### config.mk
export PLATFORM = sky130hd
export DESIGN_NAME = asd_ctrl
export DESIGN_NICKNAME = d
export VERILOG_FILES = /design/src/rtl/asd_pkg.sv /design/src/rtl/asd_ctrl.sv
export VERILOG_INCLUDE_DIRS = /design/src /design/src/rtl
export SDC_FILE = /design/constraint.sdc
export NUM_CORES = 1
export LEC_CHECK = 0
export BUFFER_PORTS_ARGS = -buffer_cell sky130_fd_sc_hd__buf_2
export CAP_MARGIN = 25
export CORE_MARGIN = 3
export CORE_UTILIZATION = 39
export CTS_CLUSTER_DIAMETER = 60
export DETAILED_ROUTE_END_ITERATION = 6
export PLACE_DENSITY = 0.71
export SKIP_CTS_REPAIR_TIMING = 1
export SLEW_MARGIN = 15
export SYNTH_ARGS = -nofsm -noshare
export SYNTH_HDL_FRONTEND = slang
export SYNTH_SLANG_ARGS = --single-unit
### constraint.sdc
create_clock -name clk -period 1.4 [get_ports clk]
set_input_delay 0.07 -clock clk [delete_from_list [all_inputs] [get_ports clk]]
set_output_delay 0.07 -clock clk [all_outputs]
set_load 0.02 [all_outputs]
### src/rtl/adaptive_step_detector_core_defines.svh
// Assertion macros for the adaptive step detector.
// Used by modules that check their own control sequencing; needs clk and rst in scope.
`ifndef ADAPTIVE_STEP_DETECTOR_CORE_DEFINES_SVH
`define ADAPTIVE_STEP_DETECTOR_CORE_DEFINES_SVH

// The consequent must hold in the same cycle as the antecedent.
`define ASD_ASSERT_NOW(lbl, ante, cons, msg) \
  lbl: assert property (@(posedge clk) disable iff (rst) (ante) |-> (cons)) else $error(msg);

// The consequent must hold in the cycle after the antecedent.
`define ASD_ASSERT_NEXT(lbl, ante, cons, msg) \
  lbl: assert property (@(posedge clk) disable iff (rst) (ante) |=> (cons)) else $error(msg);

`endif

### src/rtl/asd_pkg.sv
// Shared types and constants of the adaptive step detector.
// No dependencies; imported by the interfaces, the datapath, the controller and the top level.
`default_nettype none

package asd_pkg;

  localparam int THR_W      = 17;
  localparam int GAIN_W     = 16;
  localparam int TIME_W     = 32;
  localparam int COUNT_W    = 32;
  localparam int CFG_IDX_W  = 3;
  localparam int CFG_DATA_W = 17;

  localparam logic [THR_W-1:0] THR_MAX = 17'h1FFFF;

  localparam logic [CFG_IDX_W-1:0] CFG_LOWPASS_GAIN      = 3'd0;
  localparam logic [CFG_IDX_W-1:0] CFG_MINIMUM_THRESHOLD = 3'd1;
  localparam logic [CFG_IDX_W-1:0] CFG_DEVIATION_SCALE   = 3'd2;
  localparam logic [CFG_IDX_W-1:0] CFG_REFRACTORY_TIME   = 3'd3;
  localparam logic [CFG_IDX_W-1:0] CFG_PEAK_DECAY        = 3'd4;
  localparam logic [CFG_IDX_W-1:0] CFG_PEAK_MARGIN       = 3'd5;

  localparam logic [GAIN_W-1:0] DEF_LOWPASS_GAIN      = 16'd5243;
  localparam logic [THR_W-1:0]  DEF_MINIMUM_THRESHOLD = 17'd225;
  localparam logic [GAIN_W-1:0] DEF_DEVIATION_SCALE   = 16'd20480;
  localparam logic [GAIN_W-1:0] DEF_REFRACTORY_TIME   = 16'd260;
  localparam logic [GAIN_W-1:0] DEF_PEAK_DECAY        = 16'd62915;
  localparam logic [GAIN_W-1:0] DEF_PEAK_MARGIN       = 16'd17695;

  typedef enum logic [4:0] {
    S_IDLE,
    S_SQ,
    S_MAG_GO,
    S_MAG_WAIT,
    S_LP_MUL,
    S_LP_ADD,
    S_HP,
    S_SQR,
    S_WIN,
    S_STAT,
    S_DIV_GO,
    S_DIV_WAIT,
    S_SIG_GO,
    S_SIG_WAIT,
    S_THR_MUL,
    S_CLAMP,
    S_MARGIN,
    S_DECIDE
  } asd_state_t;

  typedef struct packed {
    logic load_in;
    logic load_sq;
    logic mag_go;
    logic load_mag;
    logic load_lp_prod;
    logic load_lp;
    logic load_hp;
    logic load_sqr;
    logic load_win;
    logic load_stat;
    logic div_go;
    logic sig_go;
    logic load_sigma;
    logic load_thr_prod;
    logic load_thr;
    logic load_margin;
    logic commit;
  } asd_cmd_t;

  typedef struct packed {
    logic sqrt_done;
    logic div_done;
    logic short_window;
  } asd_status_t;

endpackage

`default_nettype wire

### src/rtl/asd_ctrl.sv
// Sequencing state machine of the step detector and the result handshake.
// Depends on asd_pkg and the assertion macros header.
`default_nettype none

`include "adaptive_step_detector_core_defines.svh"

module asd_ctrl (
  input  wire logic                 clk,
  input  wire logic                 rst,
  input  wire logic                 in_valid,
  output logic                      in_ready,
  output logic                      out_valid,
  input  wire logic                 out_ready,
  input  wire asd_pkg::asd_status_t status,
  output asd_pkg::asd_cmd_t         cmd
);

  import asd_pkg::*;

  asd_state_t state, state_next;
  logic       out_free;

  assign out_free = !out_valid || out_ready;

  always_ff @(posedge clk) begin
    if (rst) begin
      state     <= S_IDLE;
      out_valid <= 1'b0;
    end else begin
      state <= state_next;
      if (cmd.commit) begin
        out_valid <= 1'b1;
      end else if (out_ready) begin
        out_valid <= 1'b0;
      end
    end
  end

  always_comb begin
    state_next = state;
    unique case (state)
      S_IDLE:     if (in_valid) state_next = S_SQ;
      S_SQ:       state_next = S_MAG_GO;
      S_MAG_GO:   state_next = S_MAG_WAIT;
      S_MAG_WAIT: if (status.sqrt_done) state_next = S_LP_MUL;
      S_LP_MUL:   state_next = S_LP_ADD;
      S_LP_ADD:   state_next = S_HP;
      S_HP:       state_next = S_SQR;
      S_SQR:      state_next = S_WIN;
      S_WIN:      state_next = S_STAT;
      S_STAT:     state_next = status.short_window ? S_THR_MUL : S_DIV_GO;
      S_DIV_GO:   state_next = S_DIV_WAIT;
      S_DIV_WAIT: if (status.div_done) state_next = S_SIG_GO;
      S_SIG_GO:   state_next = S_SIG_WAIT;
      S_SIG_WAIT: if (status.sqrt_done) state_next = S_THR_MUL;
      S_THR_MUL:  state_next = S_CLAMP;
      S_CLAMP:    state_next = S_MARGIN;
      S_MARGIN:   state_next = S_DECIDE;
      S_DECIDE:   if (out_free) state_next = S_IDLE;
      default:    state_next = S_IDLE;
    endcase
  end

  always_comb begin
    cmd      = '0;
    in_ready = 1'b0;
    unique case (state)
      S_IDLE: begin
        in_ready    = 1'b1;
        cmd.load_in = in_valid;
      end
      S_SQ:       cmd.load_sq = 1'b1;
      S_MAG_GO:   cmd.mag_go = 1'b1;
      S_MAG_WAIT: cmd.load_mag = status.sqrt_done;
      S_LP_MUL:   cmd.load_lp_prod = 1'b1;
      S_LP_ADD:   cmd.load_lp = 1'b1;
      S_HP:       cmd.load_hp = 1'b1;
      S_SQR:      cmd.load_sqr = 1'b1;
      S_WIN:      cmd.load_win = 1'b1;
      S_STAT:     cmd.load_stat = 1'b1;
      S_DIV_GO:   cmd.div_go = 1'b1;
      S_DIV_WAIT: ;
      S_SIG_GO:   cmd.sig_go = 1'b1;
      S_SIG_WAIT: cmd.load_sigma = status.sqrt_done;
      S_THR_MUL:  cmd.load_thr_prod = 1'b1;
      S_CLAMP:    cmd.load_thr = 1'b1;
      S_MARGIN:   cmd.load_margin = 1'b1;
      S_DECIDE:   cmd.commit = out_free;
      default: ;
    endcase
  end

  `ASD_ASSERT_NOW(a_commit_free, cmd.commit, !out_valid || out_ready, "result overwritten before it was taken")
  `ASD_ASSERT_NEXT(a_accept_starts, in_valid && in_ready, state == S_SQ, "accepted request not started")
  `ASD_ASSERT_NOW(a_result_from_commit, $rose(out_valid), $past(cmd.commit), "result raised without a commit")
  `ASD_ASSERT_NOW(a_sqrt_expected, status.sqrt_done, state == S_MAG_WAIT || state == S_SIG_WAIT, "square root finished while not awaited")
  `ASD_ASSERT_NOW(a_div_expected, status.div_done, state == S_DIV_WAIT, "division finished while not awaited")

endmodule

`default_nettype wire

# Yosys cells after proc, flatten, opt, wreduce, memory -nomap -nowiden
# Index checks and enable logic that the tools add are counted.
# word_totals
reg_bits	6
latchBits	0
ramBits	0
rom_bits	0
input_bits	7
out_inout_bits	19
wordCells	56
n_memories	0
# classes
add_sub_neg	0
n_mul	0
div	0
order_cmp	0
n_eq_ne	22
shift	0
mux	27
n_bitwise	0
n_reduce_logical	5
# ops
cell	n
5-bit case mux with 18 select lines	1
5-bit by 4-bit == test with 1-bit output, second input constant	8
5-bit two-way mux	5
5-bit by 3-bit == test with 1-bit output, second input constant	4
1-bit two-way mux	20
5-bit by 2-bit == test with 1-bit output, second input constant	2
5-bit == test, second input constant	2
2-bit inequality test, second input constant	5
5-bit by 1-bit == test with 1-bit output, second input constant	1
5-bit zero test	1
5-bit AND reduction	1
3-bit two-way mux	1
2-bit nonzero test	1
1-bit zero test	1
1-bit logical OR	1

# Depth between registers and ports, before layout
# logic_depth
word_depth	4
ltp_mapped	5
depth_no_buf	4

# Worst setup path after synthesis
# Ideal clock, no wire load.
# synth_path
kind	register -> output
from	reg state[1]
to	out cmd[16] in the netlist's numbering
t_arrival_ps	1502
t_required_ps	1330
path_slack_ps	-172
stages_incl_launch_ff	5
n_path_buf	1
cell_sequence	dfxtp_1 buf_4 or3_1 nor2_1 and2_1
# synth_lines
element	line_no	source
start, declared	asd_ctrl.sv:20	asd_state_t state, state_next;
start signal, assigned	asd_ctrl.sv:30	state <= state_next;
end, declared	asd_ctrl.sv:15	output asd_pkg::asd_cmd_t cmd

==> key figures <==
Outcome
  • Status: finished, violations left
  • Failing checks: negative setup slack

Routing
  • DR WL/cell: 17.8 microns
  • DR pass1 iterations: 4
  • Initial DRC Count: 15
  • DRC: 0
  • Via density per instance: about 5.9
  • Routed wire length: 2280 microns
  • Total number of vias: 750
  • ANT nets after route: 0

Synthesis
  • Synthesized cell area: about 530 sq um
  • Share of the synthesized area in the top cell type: 22.9%
  • Most common cell in the netlist: nor2_1
  • Post-synth ARST share: 0%
  • Total nets after synthesis: 81
  • Synth area leader: dfxtp_1
  • Mean area per synthesized cell: 7.10 sq um
  • Synth unique cells: 31
  • Top_reg_cell synth: dfxtp_1
  • Post-synthesis sequential area ratio: 22.9%
  • Instance count of the mapped netlist: 74
  • Most frequent cells after synthesis: 19 x nor2_1, 6 x dfxtp_1, 5 x a21oi_1
  • Ys Warns: 0
  • Synth top area cells: dfxtp_1 23%, nor2_1 14%, a21oi_1 4.8%
  • Synthesized flop and latch total: 6
  • EDFF count, synth: 0

Finish
  • Share of layout cells above drive strength 1: 65.8%
  • Final #Nets: 122
  • Final instance area: 0.00100 sq mm
  • Inserted Diodes: 0
  • Area Growth Syn to Fin: 90.5%

Critical path
  • Reg-to-reg startpoint: state[1]
  • Critical path fanouts, max: 7
  • CP startpoint: state[2]
  • Worst r2r path cells: 5
  • CP arrival: between 1500 and 2000 ps
  • CP Launch Type: register
  • WS Path Type: reg2out
  • Critical Path RT: 1330 ps
  • Critical Path End Type: primary output
  • Worst R2R Setup Slack: -190 ps
  • Crit path capture: cmd[13]
  • Reg2Reg Capture Point: state[1]

Place
  • Detail Placement HPWL: 1140 microns
  • Placed inst area: 741 sq um
  • Placer congestion estimate: 0.845
  • PortBufs: 25

Timing
  • Final min period: 1600 ps
  • F_max: 626 MHz
  • Final setup violation count: 20
  • Clock Skew: approximately 6.2 ps
  • Worst setup margin: -198 ps
  • Relative slew slack: between 70 and 80%
  • Hold Vio Cnt, Final: 0
  • RSZ-0062 raised after global routing: yes
  • Final Max Tran Viols: 0
  • Final period util: 114%
  • Slew @ Worst Pin: 370 ps

Die
  • Full die area: 0.00182 sq mm
  • Top-Level Pins: 26
  • # rows: 12
  • Die W: 42.7 microns
  • Initial Utilization: around 44%
  • Die height: about 43 microns
  • Core Region: about 0.0012 sq mm

Clocking
  • CTS clock-pin slew for the worst setup and hold paths: 60 ps
  • CTS H-tree lvls: 1
  • Total CTS buffers: 3
  • Clk Latency, worst-skew pair: about 250 ps
  • Root Buffer: clkbuf_4
  • CTS tree: yes
  • Clock buffer depth: 2
  • Sink Count: 6

Power
  • Leakage: 0.430 nW
  • Maximum vdd drop: 0.736 mV
  • Overall Power: 0.00108 W
  • Pwr Density: 1080 mW/mm^2

Global route
  • Vias in the first global route: 588
  • Overflow after GRT: 0
  • Total GRT Usage: approximately 17%
  • Antenna violations before repair: 0
  • First-pass GRT wire length: 2440 microns
  • Largest net degree at the start of global routing: 10

Hold path
  • Worst hold path type: in2reg

Run
  • Max-cap violations: 0
power by group:
group	switching (W)	internal (W)	total, W	leakage [nW]
combinational	0.000340	0.000326	0.000666	0.363
clock	0.0000760	0.000109	0.000185	0.0150
sequential	0.0000333	0.000194	0.000227	0.0522
total	0.000449	0.000629	0.00108	0.430
sequential cells by signal, indices dropped and copies added (netlist names):
| name | count |
|---|---|
| state | 5 |
| out_valid | 1 |
layer usage:
metal / track usage (%) / share of wire, %
met4: 5.59 / 2.5
met1: 21.6 / 37
met5: 0 / 0
met2: 27.8 / 52
met3: 3.81 / 8.2
cell families after synthesis:
family,share of synthesized area (%)
buf+inv,8.33
flops,22.9
xor+xnor,1.67
simple gates,55.2
compound gates,11.9
worst max-delay path, stage by stage (launching register included):
cell	delay, ps
dfxtp_4	370
or3b_4	420
buf_6	150
nor3_2	170
buf_4	170
worst min path at each step:
stage | to | startpoint | cells after the start
floorplan | state[3] | rst | 1
global placement | state[3] | rst | 2
detailed placement | state[3] | rst | 2
CTS | state[3] | rst | 2
global route | state[3] | rst | 2
finish | state[3] | rst | 2
final cells by class:
type | count | area [sq um]
clock buffers | 4 | 26.3
fillers | 64 | 185
inverters | 2 | 7.51
multi-input cells | 61 | 467
flip-flops and latches | 6 | 136
well taps | 14 | 17.5
repair buffers | 41 | 347
stage by stage:
stage,setup TNS [ps],hold slack (ps),std cells,util [%],worst slack [ps]
floorplan,-33.4,137,74,-,-24.5
global placement,-37.2,330,120,62.4,-37.2
detailed placement,-82.7,327,120,62.4,-60.3
CTS,-1580,62.0,124,64.7,-294
global route,-3100,91.0,128,84.4,-272
finish,-2030,78.0,128,84.4,-198
cell usage in the layout (no fill, tap or decap), types with 2 or more instances in the layout:
cell type,instances
nand3b_1,2
buf_4,19
buf_2,7
nor3_1,2
nor3_2,4
nor2_4,8
buf_6,15
dfxtp_4,4
nand2_1,2
nor2_2,2
a21oi_1,5
o21ai_1,2
or3b_4,2
clkbuf_4,3
inv_1,2
nor2_1,9
nand3_1,3
No activity file was read; power rests on OpenSTA's default activity.
